<file path="src/rtl/rpe_pkg.sv">
// Shared types and codes for the relocation patch encoder.
package rpe_pkg;

  typedef enum logic [3:0] {
    KIND_UBYTE       = 4'd0,
    KIND_SBYTE       = 4'd1,
    KIND_HIGHOFF     = 4'd2,
    KIND_UBYTE2WORD  = 4'd3,
    KIND_SBYTE2WORD  = 4'd4,
    KIND_UBYTE2PTR24 = 4'd5,
    KIND_SBYTE2PTR24 = 4'd6,
    KIND_PTR24       = 4'd7,
    KIND_WORD        = 4'd8,
    KIND_WORDBE      = 4'd9,
    KIND_DWORD       = 4'd10,
    KIND_JR          = 4'd11,
    KIND_JRE         = 4'd12,
    KIND_ASSIGN      = 4'd13
  } kind_t;

  typedef enum logic [1:0] {
    STATUS_OK    = 2'd0,
    STATUS_WARN  = 2'd1,
    STATUS_ERROR = 2'd2
  } status_t;

  // Patch after the relative adjustment, as handed to the encoder.
  typedef struct packed {
    logic [3:0]  kind;
    logic [31:0] value;
    logic [3:0]  size;
    logic [3:0]  offset;
  } adj_t;

  typedef struct packed {
    logic [3:0][7:0] bytes;
    logic [3:0]      mask;
    status_t         status;
  } res_t;

endpackage

</file>
<file path="src/rtl/relocation_patch_encoder_top.sv">
// Relocation patch encoder: three-stage pipeline, one patch word per cycle when not stalled.
//
// Input channel (in_valid/in_ready) takes one patch word: kind, evaluated
// target value, instruction address and length, and patch offset. The result
// channel (out_valid/out_ready) gives one word per patch: four bytes, a write
// mask and a status (ok, range warning with bytes written, error with none).
// Stages: length cap and jump base add; relative subtract; range check and
// byte encoding into the output register. The accepted word moves through the
// stage 1 and stage 2 registers to the output register that drives out_valid;
// throughput is one word per cycle while out_ready is high, as no stage has a
// shared unit. The length is capped at MAX_INSTR_BYTES before use.
// Each stage holds its word while the next one is full, so a stall on
// out_ready backs up through the stages and then drops in_ready; nothing is
// lost or repeated. Synchronous active-low reset empties the pipeline;
// there is no other state.
module relocation_patch_encoder_top #(
  parameter int MAX_INSTR_BYTES = 15
) (
  input  logic        clk,
  input  logic        rst_n,
  input  logic        in_valid,
  output logic        in_ready,
  input  logic [3:0]  in_kind,
  input  logic signed [31:0] in_target_value,
  input  logic [23:0] in_instr_address,
  input  logic [3:0]  in_instr_size,
  input  logic [3:0]  in_patch_offset,
  output logic        out_valid,
  input  logic        out_ready,
  output logic [7:0]  out_byte0,
  output logic [7:0]  out_byte1,
  output logic [7:0]  out_byte2,
  output logic [7:0]  out_byte3,
  output logic [3:0]  out_write_mask,
  output logic [1:0]  out_patch_status
);

  logic          adj_valid;
  logic          adj_ready;
  rpe_pkg::adj_t adj_data;
  rpe_pkg::res_t res_data;

  rpe_adjust #(
    .MAX_INSTR_BYTES(MAX_INSTR_BYTES)
  ) u_adjust (
    .clk             (clk),
    .rst_n           (rst_n),
    .in_valid        (in_valid),
    .in_ready        (in_ready),
    .in_kind         (in_kind),
    .in_target_value (in_target_value),
    .in_instr_address(in_instr_address),
    .in_instr_size   (in_instr_size),
    .in_patch_offset (in_patch_offset),
    .adj_valid       (adj_valid),
    .adj_ready       (adj_ready),
    .adj_data        (adj_data)
  );

  rpe_encode u_encode (
    .clk      (clk),
    .rst_n    (rst_n),
    .adj_valid(adj_valid),
    .adj_ready(adj_ready),
    .adj_data (adj_data),
    .res_valid(out_valid),
    .res_ready(out_ready),
    .res_data (res_data)
  );

  assign out_byte0        = res_data.bytes[0];
  assign out_byte1        = res_data.bytes[1];
  assign out_byte2        = res_data.bytes[2];
  assign out_byte3        = res_data.bytes[3];
  assign out_write_mask   = res_data.mask;
  assign out_patch_status = res_data.status;

endmodule

</file>
<file path="src/rtl/rpe_adjust.sv">
// Length cap, jump base and relative subtract: two pipeline stages.
module rpe_adjust #(
  parameter int MAX_INSTR_BYTES = 15
) (
  input  logic               clk,
  input  logic               rst_n,
  input  logic               in_valid,
  output logic               in_ready,
  input  logic [3:0]         in_kind,
  input  logic [31:0]        in_target_value,
  input  logic [23:0]        in_instr_address,
  input  logic [3:0]         in_instr_size,
  input  logic [3:0]         in_patch_offset,
  output logic               adj_valid,
  input  logic               adj_ready,
  output rpe_pkg::adj_t      adj_data
);

  localparam logic [7:0] MaxBytes = MAX_INSTR_BYTES[7:0];

  // stage 1
  logic        s1_valid_r, s1_valid_nxt;
  logic [3:0]  s1_kind_r;
  logic [31:0] s1_tgt_r;
  logic [24:0] s1_base_r;
  logic [3:0]  s1_size_r;
  logic [3:0]  s1_off_r;
  logic        s1_ready;
  logic        s1_load;
  logic [3:0]  size_cap;

  // stage 2
  logic          s2_valid_r, s2_valid_nxt;
  rpe_pkg::adj_t s2_data_r, s2_data_nxt;
  logic          s2_ready;
  logic          s2_load;
  logic          is_rel;

  assign s2_ready = !s2_valid_r || adj_ready;
  assign s1_ready = !s1_valid_r || s2_ready;
  assign in_ready = s1_ready;
  assign s1_load  = in_valid && s1_ready;
  assign s2_load  = s1_valid_r && s2_ready;

  // cap only bites when the limit is below the field range
  assign size_cap = ({4'd0, in_instr_size} > MaxBytes) ? MaxBytes[3:0] : in_instr_size;

  always_comb begin
    s1_valid_nxt = s1_valid_r;
    if (s1_ready) begin
      s1_valid_nxt = in_valid;
    end
  end

  always_ff @(posedge clk) begin
    if (!rst_n) begin
      s1_valid_r <= 1'b0;
    end else begin
      s1_valid_r <= s1_valid_nxt;
    end
  end

  always_ff @(posedge clk) begin
    if (s1_load) begin
      s1_kind_r <= in_kind;
      s1_tgt_r  <= in_target_value;
      s1_base_r <= {1'b0, in_instr_address} + {21'd0, size_cap};
      s1_size_r <= size_cap;
      s1_off_r  <= in_patch_offset;
    end
  end

  assign is_rel = (s1_kind_r == rpe_pkg::KIND_JR) || (s1_kind_r == rpe_pkg::KIND_JRE);

  always_comb begin
    s2_valid_nxt       = s2_valid_r;
    if (s2_ready) begin
      s2_valid_nxt = s1_valid_r;
    end
    s2_data_nxt.kind   = s1_kind_r;
    s2_data_nxt.value  = is_rel ? (s1_tgt_r - {7'd0, s1_base_r}) : s1_tgt_r;
    s2_data_nxt.size   = s1_size_r;
    s2_data_nxt.offset = s1_off_r;
  end

  always_ff @(posedge clk) begin
    if (!rst_n) begin
      s2_valid_r <= 1'b0;
    end else begin
      s2_valid_r <= s2_valid_nxt;
    end
  end

  always_ff @(posedge clk) begin
    if (s2_load) begin
      s2_data_r <= s2_data_nxt;
    end
  end

  assign adj_valid = s2_valid_r;
  assign adj_data  = s2_data_r;

endmodule

</file>
<file path="src/rtl/rpe_encode.sv">
// Range check, byte encoding and write mask; the output register stage.
module rpe_encode (
  input  logic          clk,
  input  logic          rst_n,
  input  logic          adj_valid,
  output logic          adj_ready,
  input  rpe_pkg::adj_t adj_data,
  output logic          res_valid,
  input  logic          res_ready,
  output rpe_pkg::res_t res_data
);

  logic          valid_r, valid_nxt;
  rpe_pkg::res_t res_r, res_nxt;
  logic          load;

  logic [31:0]     u;
  logic [3:0][7:0] b;
  logic [7:0]      ext;
  logic [2:0]      used;
  logic            fits_s8, fits_u8, fits_s16, fits_ubyte, high_ok;
  logic [4:0]      pos;
  logic            wr;

  assign adj_ready = !valid_r || res_ready;
  assign load      = adj_valid && adj_ready;

  assign u          = adj_data.value;
  assign fits_u8    = (u[31:8] == 24'd0);
  assign fits_s8    = (u[31:7] == 25'd0) || (&u[31:7]);
  assign fits_ubyte = fits_u8 || (&u[31:7]);
  assign fits_s16   = (u[31:15] == 17'd0) || (&u[31:15]);
  assign high_ok    = (u[15:8] == 8'h00) || (u[15:8] == 8'hff);
  assign ext        = (u[31:7] != 25'd0) ? 8'hff : 8'h00;

  always_comb begin
    b              = {u[31:24], u[23:16], u[15:8], u[7:0]};
    used           = 3'd0;
    res_nxt.status = rpe_pkg::STATUS_OK;
    res_nxt.mask   = 4'd0;
    res_nxt.bytes  = '0;
    pos            = 5'd0;
    wr             = 1'b0;
    unique case (rpe_pkg::kind_t'(adj_data.kind))
      rpe_pkg::KIND_UBYTE: begin
        if (!fits_ubyte) res_nxt.status = rpe_pkg::STATUS_WARN;
        used = 3'd1;
      end
      rpe_pkg::KIND_SBYTE: begin
        if (!fits_s8) res_nxt.status = rpe_pkg::STATUS_WARN;
        used = 3'd1;
      end
      rpe_pkg::KIND_HIGHOFF: begin
        if (!high_ok) res_nxt.status = rpe_pkg::STATUS_WARN;
        used = 3'd1;
      end
      rpe_pkg::KIND_UBYTE2WORD: begin
        if (!fits_u8) res_nxt.status = rpe_pkg::STATUS_WARN;
        b[1] = 8'h00;
        used = 3'd2;
      end
      rpe_pkg::KIND_SBYTE2WORD: begin
        if (!fits_s8) res_nxt.status = rpe_pkg::STATUS_WARN;
        b[1] = ext;
        used = 3'd2;
      end
      rpe_pkg::KIND_UBYTE2PTR24: begin
        if (!fits_u8) res_nxt.status = rpe_pkg::STATUS_WARN;
        b[1] = 8'h00;
        b[2] = 8'h00;
        used = 3'd3;
      end
      rpe_pkg::KIND_SBYTE2PTR24: begin
        if (!fits_s8) res_nxt.status = rpe_pkg::STATUS_WARN;
        b[1] = ext;
        b[2] = ext;
        used = 3'd3;
      end
      rpe_pkg::KIND_PTR24:  used = 3'd3;
      rpe_pkg::KIND_WORD:   used = 3'd2;
      rpe_pkg::KIND_WORDBE: begin
        b[0] = u[15:8];
        b[1] = u[7:0];
        used = 3'd2;
      end
      rpe_pkg::KIND_DWORD:  used = 3'd4;
      rpe_pkg::KIND_JR: begin
        if (!fits_s8) res_nxt.status = rpe_pkg::STATUS_ERROR;
        else used = 3'd1;
      end
      rpe_pkg::KIND_JRE: begin
        if (!fits_s16) res_nxt.status = rpe_pkg::STATUS_ERROR;
        else used = 3'd2;
      end
      rpe_pkg::KIND_ASSIGN: used = 3'd0;
      default: begin
        // undefined kind codes
        res_nxt.status = rpe_pkg::STATUS_ERROR;
        used           = 3'd0;
      end
    endcase
    for (int i = 0; i < 4; i++) begin
      pos = {1'b0, adj_data.offset} + 5'(i);
      wr  = (3'(i) < used) && (pos < {1'b0, adj_data.size});
      res_nxt.mask[i]  = wr;
      res_nxt.bytes[i] = wr ? b[i] : 8'h00;
    end
    valid_nxt = valid_r;
    if (adj_ready) begin
      valid_nxt = adj_valid;
    end
  end

  always_ff @(posedge clk) begin
    if (!rst_n) begin
      valid_r <= 1'b0;
    end else begin
      valid_r <= valid_nxt;
    end
  end

  always_ff @(posedge clk) begin
    if (load) begin
      res_r <= res_nxt;
    end
  end

  assign res_valid = valid_r;
  assign res_data  = res_r;

endmodule

</file>
<file path="config.mk">
export PLATFORM = sky130hd
export DESIGN_NAME = relocation_patch_encoder_top
export DESIGN_NICKNAME = d
export VERILOG_FILES = /design/src/rtl/rpe_pkg.sv /design/src/rtl/relocation_patch_encoder_top.sv /design/src/rtl/rpe_adjust.sv /design/src/rtl/rpe_encode.sv
export SDC_FILE = /design/constraint.sdc
export NUM_CORES = 1
export LEC_CHECK = 0
export ABC_AREA = 1
export BUFFER_PORTS_ARGS = -buffer_cell sky130_fd_sc_hd__clkbuf_2
export CORE_ASPECT_RATIO = 1.2
export CORE_UTILIZATION = 59
export CTS_CLUSTER_DIAMETER = 60
export CTS_CLUSTER_SIZE = 14
export DETAILED_ROUTE_END_ITERATION = 8
export GPL_TIMING_DRIVEN = 1
export PLACE_DENSITY = 0.89
export SETUP_SLACK_MARGIN = 0.02
export SLEW_MARGIN = 20
export SYNTH_ARGS = -nofsm -noshare
export SYNTH_HDL_FRONTEND = slang
export SYNTH_SLANG_ARGS = --single-unit
</file>
<file path="constraint.sdc">
create_clock -name clk -period 3 [get_ports clk]
set_input_delay 0.15 -clock clk [delete_from_list [all_inputs] [get_ports clk]]
set_output_delay 0.15 -clock clk [all_outputs]
set_load 0.005 [all_outputs]
</file>
==> impl_metrics.yaml, run 1 <==
status:
  outcome: "complete, no violations"
worst_setup_path:
  reg2reg_depth: 9
  crit_fanout: 4
  rr_startpoint: "u_adjust.s1_base_r[0]"
  crit_path_end: "u_adjust.adj_data[20]"
  path_cells: "ha_1 > fa_1 > o21ai_2 > nand2_1 > nand2_1 > nand2_1 > nand2_1 > xnor2_1 > o21ai_0"
  cp-startpoint: "u_adjust.s1_base_r[0]"
  reg2reg_slack_ps: 430
  startpoint_type: "flop"
  cpMaxStageDelayCell: "fa_1"
  critPathMaxStageDelay_ps: 490
  crit_type: "reg -> reg"
  critPathRequiredTime_ps: 3190
  r2r_end: "u_adjust.adj_data[20]"
  arrival_ps: 2760
  cp-end-kind: "flop"
  path_common_cell: "nand2_1"
place:
  detailed_place_hpwl_um: 14500
  gp_congestion: 0.965
  dp_slack_ps: 645
  placed_area_um2: 9640
  port_buffers: 111
route:
  firstDrtPassIters: 6
  drcViolationCount: 0
  first_iter_violations: 875
  routed_wl_um: 21200
  post_drt_wl_per_cell_um: 15.2
  via_per_inst: 5.50
  ant_nets: 0
  dr_total_vias: 7664
sta:
  slew_viol_final: 0
  fmax_mhz: 389
  setup_violations: 0
  worst_pin_slew_ps: 657
  slew_headroom_pct: 56.1
  hold_violations: 0
  period_share_pct: 85.7
  rsz0062_at_grt: "false"
  clock_skew_ps: 4.88
  timing.final.ws_setup_ps: 430
  finalSetupTns_ps: 0
  period_needed_ps: 2570
synthesis:
  syn_area_um2: 8800
  synth_top_area_share_pct: 51.5
  syn_nets: 1124
  ys_top_cells_by_area: "edfxtp_1, nand2_1, inv_1, ha_1, nor2_1"
  synthArstFlopShare_pct: 0
  synth_warnings: 0
  yosysTopAreaCell: "edfxtp_1"
  seq_area_frac_synth_pct: 52.2
  synth_cells: 1005
  synth-edff-count: 151
  ys_types: 40
  ys_ff_latch: 154
  syn_area_per_cell_um2: 8.76
  synth_flop_cell: "edfxtp_1"
power:
  power_frac_seq_pct: 45.3
  vdd_drop_max_mv: 0.472
  total_power_w: 0.00564
  power_switching_share_pct: 25.6
  cellPowerDensity_nw_per_um2: 525
  p_switching_w: 0.00144
  p_leak_nw: 4.97
  combPwrFrac_pct: 14.6
  intPower_w: 0.00420
  p_clk_share_pct: 40.1
clocking:
  cts_made_buffers: 17
  cts_sinks: 154
  cts_root_buffer: "clkbuf_16"
  path_clk_slew_ps: 60
  htreeDepth: 4
  clockBufferDepth: 2
  cts_tree: "built"
  insertion_delay_ps: 430
die:
  design.portCount: 112
  start_util_pct: 60.8
  die-area_um2: 15400
  core_area_um2: 14500
  die_x_um: 113
  rows: 48
  die_y_um: 136
final_layout:
  num-fill-cells: 1019
  layout.nets: 1299
  area_growth_pct: 22.1
  fin_area_um2: 10700
  antenna_cells: 0
  drive_above_1_share_pct: 13.7
  utilization_pct: 74.3
min_path:
  hold_path_class: "in -> reg"
global_routing:
  grt_use_total_pct: 29.1
  grt_pass1_wl_um: 34000
  antenna_found_initial: 0
  gr-total-overflow: 0
  first_global_vias: 7364
  grt_max_degree: 70
job:
  max_cap_viol_count: 0
==> worst max-delay path: cells and delay by family (launching register included) <==
family	cells	cell delay, ps
and+or+nand+nor	4	450
DFF	1	370
AOI/OAI and AO/OA	2	640
xor gates and xnor gates	1	80
adders and majority gates	2	780
==> registers in the layout, summed over array words and instances (netlist names) <==
register / cells
u_encode.res_data: 38
u_adjust.s1_base_r: 25
u_adjust.s1_kind_r: 4
u_adjust.s1_size_r: 4
u_adjust.adj_valid: 1
u_adjust.adj_data: 44
u_adjust.s1_tgt_r: 32
u_adjust.s1_valid_r: 1
u_adjust.s1_off_r: 4
u_encode.res_valid: 1
==> placed cells by master, fill, tap and decap left out, drive strengths merged, types with 2 or more instances in the layout <==
cell type	instances
o21ai	45
a31oi	3
and3	2
nor2	130
nand2	277
clkbuf	129
bufinv	4
dfxtp	3
xnor2	19
nor4	6
o22ai	8
nand3b	4
or2	2
buf	5
a21o	3
clkinv	7
a21oi	44
o21bai	2
dlygate4sd3	46
xor2	16
nand4	12
edfxtp	151
fa	2
inv	157
nor3	13
ha	45
nand3	51
==> cells in the mapped netlist, drive strengths merged (5+ instances only) <==
cell type and number:
edfxtp 151, nor4 6, o22ai 8, xor2 16, nand2 277, clkbuf 5, xnor2 19, nand3 51
a21oi 44, inv 155, nor3 13, o21ai 45, nand4 12, ha 45, nor2 130
==> how the worst min path moves through the flow <==
stage / start / endpoint / depth (start not counted)
2_1_floorplan: in_kind[0] / u_adjust.s1_kind_r[0] / 0
5_1_grt: in_instr_address[0] / u_adjust.s1_base_r[0] / 2
3_5_place_dp: in_target_value[14] / u_adjust.s1_tgt_r[14] / 1
6_report: in_instr_address[0] / u_adjust.s1_base_r[0] / 2
3_3_place_gp: in_patch_offset[2] / u_adjust.s1_off_r[2] / 1
4_1_cts: in_instr_address[0] / u_adjust.s1_base_r[0] / 2
==> layout make-up <==
class                      instances  area (um2)  area share [%]
multi-input combinational        690        3610            33.6
sequential                       154        4590            42.7
clock inverter                    14         195            1.82
inverter                         155         582            5.41
clock buffer                      18         429            3.99
tap                              200         250            2.33
timing repair buffer             162        1090            10.1
==> layer usage <==
metal  vias up  global-route usage (%)  wire length (um)
met4         0                    17.8              1130
met1      3489                    32.5              7960
li1       3664                       -                 -
met2       406                    50.8             10700
met5         -                       0                 0
met3       105                    5.95              1410
==> power groups by stage <==
stage / logic (W) / registers [W] / clock network (W)
finish: 0.000825 / 0.00255 / 0.00226
global route: 0.000914 / 0.00256 / 0.00236
CTS: 0.000797 / 0.00255 / 0.00227
detailed placement: 0.000729 / 0.00260 / 0
global placement: 0.000708 / 0.00259 / 0
floorplan: 0.000515 / 0.00258 / 0
==> kinds of logic (layout without fill, tap and decap cells) <==
logic type / count (synthesis) / count (layout) / share of synthesized area (%)
AOI/OAI and AO/OA: 108 / 108 / 6.71
xor gates and xnor gates: 35 / 35 / 3.48
adders and majority gates: 47 / 47 / 6.85
buffers and inverters: 161 / 349 / 6.88
DFF: 154 / 154 / 52.2
muxes: 1 / 1 / 0.114
and+or+nand+nor: 499 / 499 / 23.7
==> metrics by stage <==
stage                     instances  hold slack [ps]
after floorplan                1005              249
after global placement         1314              327
after detailed placement       1314              329
after CTS                      1392             18.5
after global routing           1393             19.4
final                          1393             17.4
==> what timing repair did <==
action | in CTS | in global routing
setup buffers | 0 | 0
endpoints found under the hold margin | 47 | 0
resized for setup | 0 | 0
hold buffers | 46 | 0
Power figures use the tool's default switching activity.
==> run 2, diff against run 1 <==
CORE_UTILIZATION = 30   (was 59)
PLACE_DENSITY = 0.55   (was 0.89)
==> impl_metrics.yaml, run 2 (synthesized netlist as in run 1, its figures left out) <==
worst_setup_path:
  crit_buf_inv: 0
  r2r_end: "u_adjust.adj_data[34]"
  arrival_ps: 2570
  crit_type: "reg -> reg"
  crit_fanout: 4
  reg2reg_depth: 10
  path_common_cell: "nand2_1"
  path_delay_family: "simple AND/OR/NAND/NOR gates"
  startpoint_type: "flop"
  reg2reg_slack_ps: 610
  path_cells: "ha_1 > fa_1 > o21ai_2 > nand2_1 > nand2_1 > nand2_1 > nand2_1 > nand3_1 > nand4_1 > nand2_1"
  critPathRequiredTime_ps: 3180
  cp-end-kind: "flop"
  rr_startpoint: "u_adjust.s1_base_r[0]"
  cpMaxStageDelayCell: "fa_1"
  critPathMaxStageDelay_ps: 420
clocking:
  post_cts_buffers: 0
  htreeDepth: 4
  clockBufferDepth: 2
  cts_sinks: 154
  path_clk_slew_ps: 60
  cts_made_buffers: 17
  cts_root_buffer: "clkbuf_16"
  cts_resized: 0
  insertion_delay_ps: 430
  cts_tree: "built"
  ctsHoldBuffers: 46
sta:
  rsz0062_at_grt: "false"
  hold_violations: 0
  fmax_mhz: 419
  timing.final.ws_setup_ps: 614
  slew_headroom_pct: 58.2
  setup_violations: 0
  finalSetupTns_ps: 0
  period_share_pct: 79.5
  period_needed_ps: 2390
  slew_viol_final: 0
  clock_skew_ps: 15.8
  worst_pin_slew_ps: 623
final_layout:
  drive_above_1_share_pct: 13.7
  layout_common_cells: "nand2_1, inv_1, edfxtp_1"
  layout.nets: 1300
  largest_reg_flops: 44
  area_growth_pct: 24.1
  antenna_cells: 0
  final_common_cell: "nand2_1"
route:
  via_per_inst: 4.41
  drcViolationCount: 0
  dr_wl_met3_um: 837
  firstDrtPassIters: 4
  first_iter_violations: 311
  post_drt_wl_per_cell_um: 13.3
  dr_wl_met2_um: 10200
  wl_met1_um: 9480
  dr_total_vias: 6957
  highest_layer: "met4"
  ant_nets: 0
  routed_wl_um: 21000
die:
  die_y_um: 190
  start_util_pct: 30.5
  die_x_um: 158
  die-area_um2: 30000
  design.portCount: 112
  core_area_um2: 28800
  rows: 68
power:
  vdd_drop_max_mv: 0.319
  p_leak_nw: 4.95
  total_power_w: 0.00547
  cellPowerDensity_nw_per_um2: 501
min_path:
  hold_path_class: "in -> reg"
  min_to: "u_adjust.s1_base_r[21]"
  hold_depth: 2
  worst_hold_startpoint: "in_instr_address[21]"
global_routing:
  first_global_vias: 6848
  gr-total-overflow: 0
  antenna_found_initial: 0
  grt_pass1_wl_um: 33400
  grt_max_degree: 53
  grt_use_total_pct: 14.6
place:
  detailed_place_hpwl_um: 16700
  gp_congestion: 0.927
  port_buffers: 111
  dp_slack_ps: 640
job:
  max_cap_viol_count: 0
status:
  outcome: "complete, no violations"
[run 2: worst reg2reg max path, cell delays in order, from the launching register on]
cell and delay (ps):
edfxtp_1 370, ha_1 250, fa_1 420, o21ai_2 310
nand2_1 120, nand2_1 140, nand2_1 60, nand2_1 130
nand3_1 160, nand4_1 140, nand2_1 60
[run 2: routing by layer]
metal	vias to the layer above	track usage, %
met5	-	0
met4	0	6.21
met3	32	2.67
met2	150	24.9
met1	3110	17.9
li1	3665	-
[run 2: worst max path at each step]
stage	from	end	depth (start not counted)
5_1_grt	u_adjust.adj_data[1]	u_encode.res_data[15]	9
6_report	u_adjust.s1_base_r[0]	u_adjust.adj_data[34]	10
3_3_place_gp	u_adjust.s1_base_r[0]	u_adjust.adj_data[36]	10
4_1_cts	u_adjust.s1_base_r[0]	u_adjust.adj_data[34]	10
2_1_floorplan	u_encode.res_valid	u_encode.res_data[0]	1
3_5_place_dp	u_adjust.s1_base_r[0]	u_adjust.adj_data[36]	10
[run 2: area by class of cell]
type	count	area (um2)
Multi-Input combinational cell	690	3610
Sequential cell	154	4590
Inverter	155	582
Fill cell	2931	17900
Tap cell	385	482
Timing Repair Buffer	163	1070
Clock inverter	12	141
Clock buffer	20	437
[run 2: through the flow]
step                      hold slack [ps]  utilization, %  cells  instance area [um2]
after detailed placement              329            34.3   1501                 9880
final                                26.6            37.9   1579                10900
after floorplan                       249               -   1005                 8800
after global routing                 25.9            37.9   1579                10900
after CTS                            7.57            37.9   1579                10900
after global placement                331            34.3   1501                 9880
[run 2: power breakdown]
part,internal [W],switching (W)
clock network,0.00124,0.000885
registers,0.00249,0.0000586
logic,0.000307,0.000488
